==> config.mk <==
export PLATFORM = sky130hd
export DESIGN_NAME = fba_ram
export DESIGN_NICKNAME = d
export VERILOG_FILES = /design/src/sv/fba_ram.sv
export SDC_FILE = /design/constraint.sdc
export NUM_CORES = 2
export LEC_CHECK = 0
export BUFFER_PORTS_ARGS = -buffer_cell sky130_fd_sc_hd__buf_2
export CAP_MARGIN = 25
export CELL_PAD_IN_SITES_DETAIL_PLACEMENT = 1
export CELL_PAD_IN_SITES_GLOBAL_PLACEMENT = 1
export CORE_MARGIN = 2
export CORE_UTILIZATION = 50
export DETAILED_ROUTE_END_ITERATION = 7
export PLACE_DENSITY = 0.66
export SYNTH_ARGS = -nofsm -noshare
export SYNTH_HDL_FRONTEND = slang
export SYNTH_SLANG_ARGS = --single-unit
==> constraint.sdc <==
create_clock -name clk -period 6.6 [get_ports clk]
set_input_delay 1.32 -clock clk [delete_from_list [all_inputs] [get_ports clk]]
set_output_delay 1.32 -clock clk [all_outputs]
set_load 0.02 [all_outputs]
==> src/sv/fba_ram.sv <==
// Generic single-write, single-read RAM with registered read data.
`default_nettype none

module fba_ram #(
    parameter int WIDTH = 32,
    parameter int DEPTH = 128
) (
    input  wire logic                                   clk,
    input  wire logic                                   we,
    input  wire logic [(DEPTH > 1 ? $clog2(DEPTH) : 1)-1:0] waddr,
    input  wire logic [WIDTH-1:0]                       wdata,
    input  wire logic [(DEPTH > 1 ? $clog2(DEPTH) : 1)-1:0] raddr,
    output logic      [WIDTH-1:0]                       rdata
);

    logic [WIDTH-1:0] mem [DEPTH];

    // Write port and registered read port
    always_ff @(posedge clk)
    begin
        if (we)
        begin
            mem[waddr] <= wdata;
        end
        rdata <= mem[raddr];
    end

endmodule

`default_nettype wire

==> flow_summary.yaml <==
hold_path:
  min_path_type: "in -> reg"
  hold_start: "wdata[4]"
setup_path:
  endpoint: "mem[38][1]"
  crit_chain: "buf_2 > nor2b_1 > nand2_1 > nor2_4 > buf_4"
  rr_startpoint: "mem[95][7]"
  cp_max_fo: 22
  end_kind: "register"
  worst-path-stages: 5
  crit_family: "simple AND/OR/NAND/NOR gates"
  cp-startpoint: "waddr[5]"
  rr_worst_depth: 4
  critPathLaunchType: "primary input"
  reg2reg_to: "rdata[7]"
  required_ns: 7.22
  critPathKind: "in -> reg"
  crit_path_top_delay_cell: "nor2_4"
  cp_num_buf_inv: 2
  slowest_delay_ns: 1.11
  reg2reg_slack_ns: 3.88
  arrival_ns: 4.75
die:
  rows: 205
  die_h_um: 563
  start_util_pct: 50.2
  core_sq_um: 311000
  dieArea_sq_um: 317000
  ios: 80
  die_w_um: 563
clock_network:
  clk_latency_ns: 0.98
  ctsResizeCount: 0
  cts_tree: "built"
  post_cts_buffers: 0
  cts-root-buf: "clkbuf_16"
  hold_buffers: 0
  cts_buffers: 421
  cts.sink_count: 4128
  path_clk_slew_ns: 0.06
  cts_max_path_buffers: 4
  cts_max_level: 5
routing:
  drc: 0
  vias: 71800
  ant_nets: 0
  drt-total-wl_um: 432000
  drt-wirelength-per-cell_um: 39.2
  drtIter0Drc: 11000
  vias_per_cell: 6.51
  dr.pass1.iters: 5
yosys:
  synth_enable_flop_cells: 4096
  yosys.area_share.adder_pct: 0
  synthSimpleGateAreaFrac_pct: 0.446
  synthArstFlopShare_pct: 0
  syn_nets: 6038
  ys.flop_type: "edfxtp_1"
  synth.avg_cell_area_sq_um: 26.1
  synth_compound_area_share_pct: 0
  syn_area_sq_um: 156000
  netlist_instances: 5990
  synthTopCellsByArea: "edfxtp_1 (79%), mux4_2 (19%), clkbuf_1 (0.44%)"
  yosysSeqAreaShare_pct: 79.1
  ys_ff_latch: 4128
  synth_top_area_share_pct: 78.7
  synth_most_common_cell: "edfxtp_1"
  ys_types: 17
  synth_xor_xnor_area_share_pct: 0
  synthMuxAreaShare_pct: 19.6
  synth_warnings: 0
  synth.top_cells.by_count: "edfxtp_1 (4096), mux4_2 (1344), clkbuf_1 (182)"
  yosys.area.top_type: "edfxtp_1"
  synth_top_family_by_area: "multiplexers"
sta:
  fmax_mhz: 242
  worst_slew_pin_slew_ns: 1.22
  timing.final.crit_share_pct: 62.7
  finalSetupViolCount: 0
  fin_tns_setup_ns: 0
  hold_violations: 0
  maxSlewHeadroom_pct: 18.8
  grt_setup_unrepaired: "false"
  finClkSkew_ns: 0.0623
  finalCriticalPeriod_ns: 4.14
  drv_slew: 0
cells_and_area:
  area_growth_pct: 14.2
  nFillCells: 25000
  drive_gt1_share_pct: 36.7
  final_cells: 11000
  fin_nets: 6553
global_route:
  antenna_found_initial: 77
  grt_pass1_wl_um: 604000
  grt_max_degree: 98
  grt_use_total_pct: 27.6
  grt_pass1_vias: 74000
  grt_overflow: 0
power:
  power.total_mw: 55.5
  power_density_nw_per_um2: 311
  p_leak_nw: 54.8
  peakVddDrop_uv: 284
place:
  io_buffers: 79
  dp.cells: 10200
  gp_congestion: 0.840
  dp_hpwl_um: 252000
status:
  status: "finished clean"
job:
  maxCapViolCount: 0
## metal layers
metal | up-vias | global-route usage (%) | wire (um)
met5 | - | 0 | 86
met4 | 14 | 7.78 | 13700
met3 | 566 | 5.57 | 41600
met2 | 3858 | 43.1 | 206000
met1 | 39900 | 40.3 | 171000
li1 | 27500 | - | -
## report_power, final
part           internal [mW]  switching (mW)  leakage (nW)  total (mW)
combinational           1.08            1.83          11.1        2.92
clock                   13.4            10.1          6.61        23.5
sequential              29.0           0.143          37.1        29.1
## flip-flops by register name (all words and copies together) (netlist names)
signal,cells
mem,4096
rdata,32
## cell families (layout without fill, tap and decap cells)
group	count (synthesis)	in the layout
flip-flops	4128	4128
AND/OR/NAND/NOR	170	170
multiplexers	1376	1376
other	0	45
buffers and inverters	316	1174
## worst register-to-register path: stages (launching register included)
cell	delay, ns
edfxtp_1	0.37
mux4_2	0.52
mux4_2	0.66
mux4_2	0.70
mux2_2	0.32
## placed cells by master, fill, tap and decap left out, drive strengths merged
cell type,Yosys,layout
nor3,9,9
edfxtp,4096,4096
clkinv,0,196
nand3,12,12
clkbuf,182,515
or3,1,1
mux4,1344,1344
mux2,32,32
dfxtp,32,32
buf,134,408
bufinv,0,36
nand2b,2,2
clkinvlp,0,12
nor2b,7,7
nand2,14,14
nor2,122,122
inv,0,7
diode,0,45
nand4,3,3
## worst min-delay path by stage
stage	end	slack, ns	cells past startpoint
floorplan	rdata[0]	1.07	4
global placement	rdata[8]	1.12	4
detailed placement	rdata[8]	1.11	4
CTS	mem[103][29]	0.77	1
global route	mem[118][4]	0.77	1
finish	mem[112][4]	0.80	1
## cell type report
| cell class | instances | area (sq um) | area share [%] |
|---|---|---|---|
| antenna | 45 | 113 | 0.0631 |
| clock buffer | 515 | 11100 | 6.24 |
| clock inverter | 251 | 2400 | 1.35 |
| sequential | 4128 | 124000 | 69.3 |
| multi-input combinational | 1546 | 32300 | 18.1 |
| timing repair buffer | 408 | 3620 | 2.03 |
| tap | 4140 | 5180 | 2.90 |
## stage by stage
step / area, sq um / hold WS [ns] / utilization, % / setup slack (ns)
finish: 178000 / 0.796 / 57.3 / 2.46
global route: 178000 / 0.774 / 57.3 / 2.50
CTS: 178000 / 0.771 / 57.2 / 2.63
detailed placement: 165000 / 1.11 / 52.9 / 1.57
global placement: 165000 / 1.12 / 52.9 / 1.52
floorplan: 156000 / 1.07 / - / 2.04
Note: power is estimated with default switching activity, not from simulation.
