==> src/sv/fba_pkg.sv <==
// Shared types and constants for the bitmap frame allocator.
`default_nettype none

package fba_pkg;

    // Geometry of the bitmap and of the frame number field
    localparam int NUM_FRAMES_DEF = 4096;
    localparam int FRAME_W        = 12;
    localparam int MAP_WORD_W     = 32;
    localparam int BIT_IDX_W      = 5;
    localparam int FIELD_FRAMES   = 4096;
    localparam int MAX_WORDS      = FIELD_FRAMES / MAP_WORD_W;

    // Command codes
    localparam logic CMD_ALLOC = 1'b0;
    localparam logic CMD_FREE  = 1'b1;

    // Result status codes
    localparam logic [2:0] STAT_ALLOCATED = 3'd0;
    localparam logic [2:0] STAT_HAD_FRAME = 3'd1;
    localparam logic [2:0] STAT_NO_FREE   = 3'd2;
    localparam logic [2:0] STAT_FREED     = 3'd3;
    localparam logic [2:0] STAT_NOTHING   = 3'd4;

    // Operation of the shared bitmap word unit
    typedef enum logic {
        WOP_SET_FIRST,
        WOP_CLEAR
    } word_op_t;

    // Result of the shared bitmap word unit
    typedef struct packed {
        logic                        full;
        logic [BIT_IDX_W-1:0]        bit_idx;
        logic [MAP_WORD_W-1:0]       new_word;
    } word_res_t;

endpackage

`default_nettype wire

==> src/sv/fba_word_unit.sv <==
// Shared bitmap word unit: finds the lowest free bit and sets or clears one bit.
`default_nettype none

module fba_word_unit (
    input  wire logic [fba_pkg::MAP_WORD_W-1:0] word,
    input  wire fba_pkg::word_op_t              op,
    input  wire logic [fba_pkg::BIT_IDX_W-1:0]  bit_sel,
    output fba_pkg::word_res_t                  res
);

    logic [fba_pkg::BIT_IDX_W-1:0]  first_zero;
    logic [fba_pkg::MAP_WORD_W-1:0] set_mask;
    logic [fba_pkg::MAP_WORD_W-1:0] clr_mask;

    // Priority encoder for the lowest clear bit
    always_comb
    begin
        first_zero = '0;
        for (int b = fba_pkg::MAP_WORD_W - 1; b >= 0; b--)
        begin
            if (!word[b])
            begin
                first_zero = fba_pkg::BIT_IDX_W'(b);
            end
        end
    end

    assign set_mask = fba_pkg::MAP_WORD_W'(1) << first_zero;
    assign clr_mask = fba_pkg::MAP_WORD_W'(1) << bit_sel;

    // Updated word for the selected operation
    always_comb
    begin
        res.full    = &word;
        res.bit_idx = first_zero;
        case (op)
            fba_pkg::WOP_SET_FIRST: res.new_word = word | set_mask;
            fba_pkg::WOP_CLEAR:     res.new_word = word & ~clr_mask;
            default:                res.new_word = word;
        endcase
    end

endmodule

`default_nettype wire
==> config.mk <==
export PLATFORM = sky130hd
export DESIGN_NAME = fba_word_unit
export DESIGN_NICKNAME = d
export VERILOG_FILES = /design/src/sv/fba_pkg.sv /design/src/sv/fba_word_unit.sv
export SDC_FILE = /design/constraint.sdc
export NUM_CORES = 1
export LEC_CHECK = 0
export BUFFER_PORTS_ARGS = -buffer_cell sky130_fd_sc_hd__buf_2
export CAP_MARGIN = 10
export CORE_ASPECT_RATIO = 1.25
export CORE_MARGIN = 2
export CORE_UTILIZATION = 43
export DETAILED_ROUTE_END_ITERATION = 8
export GPL_ROUTABILITY_DRIVEN = 0
export PLACE_DENSITY = 0.85
export SLEW_MARGIN = 15
export SYNTH_ARGS = -nofsm -noshare
export SYNTH_HDL_FRONTEND = slang
export SYNTH_SLANG_ARGS = --single-unit
==> constraint.sdc <==
create_clock -name vclk -period 1.7
set_input_delay 0.17 -clock vclk [all_inputs]
set_output_delay 0.17 -clock vclk [all_outputs]
set_load 0.005 [all_outputs]
==> flow_summary.yaml, run 1 <==
placement:
  place_hpwl_um: 4370
  place_ws_ns: -0.313
  portBuffers: 76
yosys:
  yosys.area_share.simple: 0.447
  syn_area_um2: 1030
  yosysWarnings: 0
  syn_nets: 216
  synth_cell_types: 41
  synthMuxAreaShare: 0
  synth_compound_area_frac: 0.516
  synth_top_family_by_area: "compound AO/OA/AOI/OAI gates"
  synth_xor_area_frac: 0
  syn_avg_cell_area_um2: 5.80
  synthTopCellsByArea: "o21ai_0 23%, nand2_1 7.3%, nand2b_1 7.3%"
  synthAdderAreaFrac: 0
  yosys.area.top_type: "o21ai_0"
  ys_seq_area_frac: 0
  synth_cells: 178
  netlist.area_leader.share: 0.233
cts:
  post_cts_resized: 104
  holdBufCountCts: 0
  post_cts_buffers: 23
run_status:
  status: "did not finish"
  haltStage: "clock tree synthesis (4_1_cts)"
  error: "[ERROR DPL-0038] Utilization greater than 100%, impossible to legalize"
die:
  initial_utilization: 0.462
  die_w_um: 47.8
  die_height_um: 58.8
  num_rows: 19
  io_pins: 76
[kinds of logic after synthesis]
family	after synthesis
AO/OA/AOI/OAI	88
buffers and inverters	9
AND/OR/NAND/NOR	81
[synthesized netlist by cell type (2+ instances only)]
library cell  count
nor3_1            2
nand2b_1         12
o21ai_1          14
a21oi_1           4
nand2_1          20
nand3_1           8
nor2_1            7
or2_2             4
o31ai_1           4
inv_1             5
o21ai_0          48
nor2b_1           8
a211oi_1          3
nand4_1          11
o21ai_2           2
[metrics by stage]
stage          std cells  area [um^2]  setup TNS (ns)  hold slack (ns)
2_1_floorplan        178         1030               0            0.453
3_3_place_gp         334         1830           -5.65            0.697
3_5_place_dp         334         1830           -6.97            0.703
==> run 2: changes to the inputs <==
--- a/config.mk
+++ b/config.mk
@@ -7,12 +7,11 @@
 export LEC_CHECK = 0
 export BUFFER_PORTS_ARGS = -buffer_cell sky130_fd_sc_hd__buf_2
 export CAP_MARGIN = 10
-export CORE_ASPECT_RATIO = 1.25
-export CORE_MARGIN = 2
-export CORE_UTILIZATION = 43
+export CORE_AREA = 2 2 63 65
 export DETAILED_ROUTE_END_ITERATION = 8
+export DIE_AREA = 0 0 65 67
 export GPL_ROUTABILITY_DRIVEN = 0
-export PLACE_DENSITY = 0.85
+export PLACE_DENSITY_LB_ADDON = 0.15
 export SLEW_MARGIN = 15
 export SYNTH_ARGS = -nofsm -noshare
 export SYNTH_HDL_FRONTEND = slang
==> flow_summary.yaml, run 2 <==
final_layout:
  multi_input_area_um2: 1430
  n_fill_cell: 257
  syn_to_final_growth_pct: 158
  fin_area_um2: 2670
  regArea_um2: 0
  drive_gt1_frac: 0.696
  seq_cells: 0
  n_antenna_cell: 0
  layout.nets: 359
  final_common_cell: "buf_2"
  clock_buffers: 0
  layout_common_cells: "55 x buf_2, 46 x buf_4, 36 x o21ai_0, 34 x buf_6, 26 x o21ai_2"
yosys:
  syn_area_um2: 1030
  syn_nets: 216
  ys_seq_area_frac: 0
  synth_cells: 178
  synth_cell_types: 41
  synthTopCellsByArea: "o21ai_0 23%, nand2_1 7.3%, nand2b_1 7.3%"
  synth_most_common_cell: "o21ai_0"
  yosysWarnings: 0
  netlist.area_leader.share: 0.233
  syn_avg_cell_area_um2: 5.80
  yosys.area.top_type: "o21ai_0"
  ys_top_cells_by_count: "48 x o21ai_0, 20 x nand2_1, 14 x o21ai_1, 12 x nand2b_1, 11 x nand4_1"
sta:
  hold-worst-slack_ns: 0.665
  finalSetupViolCount: 34
  worst_pin_slew_ns: 0.483
  rsz0062_at_grt: "yes"
  slew_headroom: 0.675
  finalCriticalPeriod_ns: 2.00
  period_share: 1.18
  finalHoldViolCount: 0
  drv_slew: 0
  final.setup.worst_slack_ns: -0.298
  max_freq_mhz: 501
power:
  p_per_area_nw_per_um2: 236
  total_power_uw: 628
  p_leak_nw: 1.18
  irDropWorstVdd_mv: 0.141
worst_setup_path:
  path_cells: "buf_8, nand4_1, a31o_2, a211oi_4, o32ai_4, buf_6, buf_6, o31ai_4, buf_2"
  cp-start-kind: "input port"
  critical_path_arrival_ns: 1.83
  endpoint_kind: "output port"
  crit_start: "word[23]"
  worst-setup-path-type: "in2out"
  critPathSlowestCell: "a211oi_4"
  critPathMostFrequentCell: "buf_6"
  path_max_fanout: 6
  slowest_delay_ns: 0.31
  worstPathRequired_ns: 1.53
die:
  initial_utilization: 0.286
  die_w_um: 65
  dieArea_um2: 4360
  core_area_um2: 3610
  num_rows: 22
  io_pins: 76
  die_height_um: 67
route:
  wl_met2_um: 3520
  dr_total_vias: 2230
  totalWireLength_um: 7270
  drtAntennaViolNets: 0
  wl_met3_um: 608
  drc: 0
  avgViaCountPerCell: 6.08
  initialDrtViolationCount: 131
  top_layer: "met4"
  post_drt_wl_per_cell_um: 19.8
  wirelength_met1_um: 2730
  first_pass_iters: 5
placement:
  placed_cell_area_um2: 1830
  place_hpwl_um: 4380
  portBuffers: 76
flow_run:
  drv_cap: 0
run_status:
  status: "finished with violations"
  failed_checks: "setup timing"
global_route:
  grt_pass1_vias: 2030
  grt_max_degree: 9
  grtUsageTotal: 0.279
  grt_overflow: 0
  grt_first_pass_wirelength_um: 9510
  antenna_found_initial: 0
min_path:
  min-delay-start: "word[1]"
  worstHoldPathType: "in2out"
cts:
  holdBufCountCts: 0
[run 2: cell counts after synthesis]
No cell type changed its count.
[run 2: repair_timing]
action                                 CTS  global route
endpoints found under the hold margin    0             0
gates resized for setup                100            61
setup endpoints to repair               33            35
setup buffers                           12             8
pin swaps                               30            23
[run 2: critical path: cells and delay by family]
kind                   cells  cell delay (ns)
buffers and inverters      4             0.58
AND/OR/NAND/NOR            1             0.09
AO/OA/AOI/OAI              4             0.99
[run 2: final timing paths]
kind	cells after the start	slack, ns	to
min	4	0.66	res[1]
max	9	-0.30	res[21]
[run 2: per-stage QoR]
step / utilization / setup slack [ns] / cells / TNS (ns)
after detailed placement: 0.508 / -0.326 / 349 / -7.59
after CTS: 0.652 / -0.172 / 361 / -4.47
after global placement: 0.508 / -0.315 / 349 / -7.63
final: 0.739 / -0.298 / 367 / -5.99
after floorplan: - / 0.0959 / 178 / 0
after global routing: 0.739 / -0.331 / 367 / -8.01
[run 2: final cells by class]
cell class / instances / share of cell area
inverter: 6 / 0.0113
tap: 48 / 0.0225
timing repair buffer: 144 / 0.429
multi-input combinational: 169 / 0.537
[run 2: cell families after synthesis]
logic type / share of synthesized area
buffers and inverters: 0.0364
AO/OA/AOI/OAI: 0.516
AND/OR/NAND/NOR: 0.447
[run 2: metal layers]
| layer | vias to the layer above | GRT usage |
|---|---|---|
| met5 | - | 0 |
| met4 | 0 | 0.0691 |
| met3 | 52 | 0.0287 |
| met2 | 170 | 0.518 |
| met1 | 1036 | 0.342 |
| li1 | 972 | - |
[run 2: power breakdown]
| group | internal, mW | switching [mW] | leakage (nW) |
|---|---|---|---|
| clock network | 0 | 0 | 0 |
| logic | 0.320 | 0.308 | 1.18 |
| registers | 0 | 0 | 0 |
Power figures use the tool's default switching activity.
==> run 3: changes to the inputs <==
--- a/config.mk
+++ b/config.mk
@@ -11,7 +11,6 @@
 export DETAILED_ROUTE_END_ITERATION = 8
 export DIE_AREA = 0 0 65 67
 export GPL_ROUTABILITY_DRIVEN = 0
-export PLACE_DENSITY_LB_ADDON = 0.15
 export SLEW_MARGIN = 15
 export SYNTH_ARGS = -nofsm -noshare
 export SYNTH_HDL_FRONTEND = slang
==> constraint.sdc (replaced) <==
create_clock -name vclk -period 2.5
set_input_delay 0.25 -clock vclk [all_inputs]
set_output_delay 0.25 -clock vclk [all_outputs]
set_load 0.005 [all_outputs]
==> flow_summary.yaml, run 3 (synthesized netlist as in run 2, its figures left out) <==
run_status:
  status: "finished, final reports clean"
final_layout:
  seq_cells: 0
  clock_buffers: 0
  layout.nets: 295
  n_antenna_cell: 0
  regArea_um2: 0
  fin_area_um2: 1490
  fin_util: 0.413
  syn_to_final_growth_pct: 44.1
  drive_gt1_frac: 0.373
  final_cells: 303
  layout_common_cells: "76 x buf_2, 48 x o21ai_0, 20 x nand2_1, 14 x o21ai_1, 12 x nand2b_1"
  final_common_cell: "buf_2"
sta:
  finalSetupViolCount: 0
  slew_headroom: 0.583
  period_share: 0.927
  final.setup.tns_ns: 0
  finalCriticalPeriod_ns: 2.32
  drv_slew: 0
  worst_pin_slew_ns: 0.618
  final.setup.worst_slack_ns: 0.183
  finalHoldViolCount: 0
  rsz0062_at_grt: "no"
  max_freq_mhz: 432
die:
  io_pins: 76
  initial_utilization: 0.286
  num_rows: 22
  die_w_um: 65
  core_area_um2: 3610
  die_height_um: 67
  dieArea_um2: 4360
min_path:
  worstHoldPathType: "in2out"
  min_to: "res[3]"
  min-delay-start: "word[3]"
  min_path_cells: 4
global_route:
  antenna_found_initial: 0
  grtUsageMet1: 0.312
  grtUsageTotal: 0.219
  grt_pass1_vias: 1580
  grt_max_degree: 18
  use_met3: 0.00507
  grt_overflow: 0
  busiest_layer: "met2"
  grt_first_pass_wirelength_um: 7660
  met2_usage: 0.381
placement:
  place_ws_ns: 0.265
  numPlacedInstances: 303
  portBuffers: 76
  place_hpwl_um: 4010
  placed_cell_area_um2: 1490
worst_setup_path:
  worst-setup-path-type: "in2out"
  worstPathRequired_ns: 2.25
  endpoint_kind: "output port"
  critical_path_arrival_ns: 2.07
  cp-start-kind: "input port"
  path_max_fanout: 6
flow_run:
  drv_cap: 0
route:
  totalWireLength_um: 4860
  first_pass_iters: 5
  dr_total_vias: 1762
  drc: 0
  avgViaCountPerCell: 5.82
  post_drt_wl_per_cell_um: 16.0
  initialDrtViolationCount: 110
  drtAntennaViolNets: 0
cts:
  post_cts_buffers: 0
  post_cts_resized: 0
  holdBufCountCts: 0
power:
  p_per_area_nw_per_um2: 142
  p_leak_nw: 0.620
  irDropWorstVdd_mv: 0.0607
[run 3: layout make-up]
type | count | area, um^2
fill | 420 | 2120
inverter | 6 | 22.5
multi-input combinational | 169 | 995
tap | 48 | 60.1
timing repair buffer | 80 | 410
[run 3: power by group]
part	internal [mW]	switching (mW)	total, mW
clock network	0	0	0
registers	0	0	0
logic	0.0845	0.126	0.211
[run 3: worst max-delay path, cell delays in order]
cell      delay (ns)
buf_2           0.13
nand4_1         0.16
nand2b_1        0.29
nand2b_1        0.21
o41ai_1         0.53
nand2b_1        0.14
o21ai_0         0.21
buf_2           0.15
[run 3: how the worst max path moves through the flow]
| stage | startpoint | endpoint | cells after the start |
|---|---|---|---|
| 3_3_place_gp | word[11] | res[0] | 8 |
| 6_report | word[11] | res[1] | 8 |
| 3_5_place_dp | word[30] | res[4] | 8 |
| 5_1_grt | word[8] | res[0] | 8 |
| 4_1_cts | word[11] | res[1] | 8 |
| 2_1_floorplan | op | res[28] | 6 |
[run 3: through the flow]
step / hold slack, ns / power, mW
finish: 0.861 / 0.211
global route: 0.901 / 0.231
CTS: 0.860 / 0.207
detailed placement: 0.859 / 0.206
global placement: 0.865 / 0.207
floorplan: 0.613 / 0.0911
[run 3: per-layer routing]
metal  part of all wire  vias to the layer above
li1                   -                      839
met1               0.43                      791
met2               0.48                      128
met3              0.092                        4
met4             0.0043                        0
met5                  0                        -
==> run 4: changes to the inputs <==
==> constraint.sdc (replaced) <==
create_clock -name vclk -period 2.5
set_input_delay 0.125 -clock vclk [all_inputs]
set_output_delay 0.125 -clock vclk [all_outputs]
set_load 0.005 [all_outputs]
==> flow_summary.yaml, run 4 (synthesized netlist as in run 2, its figures left out) <==
flow_run:
  drv_cap: 0
route:
  post_drt_wl_per_cell_um: 16.0
  dr_total_vias: 1750
  totalWireLength_um: 4800
  avgViaCountPerCell: 5.81
  initialDrtViolationCount: 110
  drtAntennaViolNets: 0
  first_pass_iters: 5
  drc: 0
final_layout:
  layout_common_cells: "76 x buf_2, 48 x o21ai_0, 20 x nand2_1, 14 x o21ai_1, 12 x nand2b_1"
  clock_buffers: 0
  fin_util: 0.408
  final_cells: 301
  n_antenna_cell: 0
  seq_cells: 0
  regArea_um2: 0
  n_fill_cell: 425
  drive_gt1_frac: 0.368
  syn_to_final_growth_pct: 42.7
  final_common_cell: "buf_2"
  layout.nets: 293
sta:
  worst_pin_slew_ns: 0.676
  final.setup.tns_ns: 0
  finalSetupViolCount: 0
  max_freq_mhz: 472
  slew_headroom: 0.549
  finalHoldViolCount: 0
  rsz0062_at_grt: "no"
  period_share: 0.847
  drv_slew: 0
  hold-worst-slack_ns: 0.615
  finalCriticalPeriod_ns: 2.12
placement:
  portBuffers: 76
  place_hpwl_um: 3980
  numPlacedInstances: 301
worst_setup_path:
  worst-setup-path-type: "in2out"
  endpoint_kind: "output port"
  path_max_fanout: 10
  critical_path_arrival_ns: 1.99
  crit_start: "word[25]"
  cp-start-kind: "input port"
  worstPathRequired_ns: 2.38
die:
  die_height_um: 67
  die_w_um: 65
  dieArea_um2: 4360
  num_rows: 22
  initial_utilization: 0.286
  io_pins: 76
  core_area_um2: 3610
power:
  p_leak_nw: 0.611
  irDropWorstVdd_mv: 0.0590
  p_per_area_nw_per_um2: 141
global_route:
  grt_pass1_vias: 1539
  grt_first_pass_wirelength_um: 7530
  grt_overflow: 0
  grt_max_degree: 11
  antenna_found_initial: 0
  grtUsageTotal: 0.216
run_status:
  status: "finished, final reports clean"
cts:
  post_cts_buffers: 0
  holdBufCountCts: 0
  post_cts_resized: 0
min_path:
  worstHoldPathType: "in2out"
  min-delay-start: "word[3]"
## run 4: final timing paths
kind | endpoint | slack (ns) | depth (start not counted)
max | res[6] | 0.38 | 8
min | res[3] | 0.62 | 4
## run 4: where the power goes
| part | internal [mW] | switching [mW] |
|---|---|---|
| combinational | 0.0830 | 0.125 |
| sequential | 0 | 0 |
| clock | 0 | 0 |
| total | 0.0830 | 0.125 |
## run 4: worst max-delay path, stage by stage
cell and delay, ns:
buf_2 0.12, nand2_1 0.06, a31oi_1 0.20, a211oi_1 0.13
o32ai_2 0.64, nand2b_1 0.26, o21ai_0 0.30, buf_2 0.17
## run 4: layout make-up
cell class | instances | area [um^2] | area share
repair buffers | 78 | 395 | 0.268
multi-input cells | 169 | 995 | 0.675
well taps | 48 | 60.1 | 0.0408
inverters | 6 | 22.5 | 0.0153
## run 4: metal layers
layer	up-vias	track usage	part of all wire
met1	800	0.320	0.42
met5	-	0	0
met4	0	0.0319	0.013
li1	838	-	-
met3	6	0.00845	0.090
met2	106	0.349	0.48
## run 4: per-stage QoR
stage	instance area [um^2]	worst slack (ns)	total power, mW
global placement	1470	0.380	0.205
finish	1470	0.383	0.208
detailed placement	1470	0.386	0.205
global route	1470	0.187	0.229
CTS	1470	0.384	0.206
floorplan	1030	0.986	0.0911
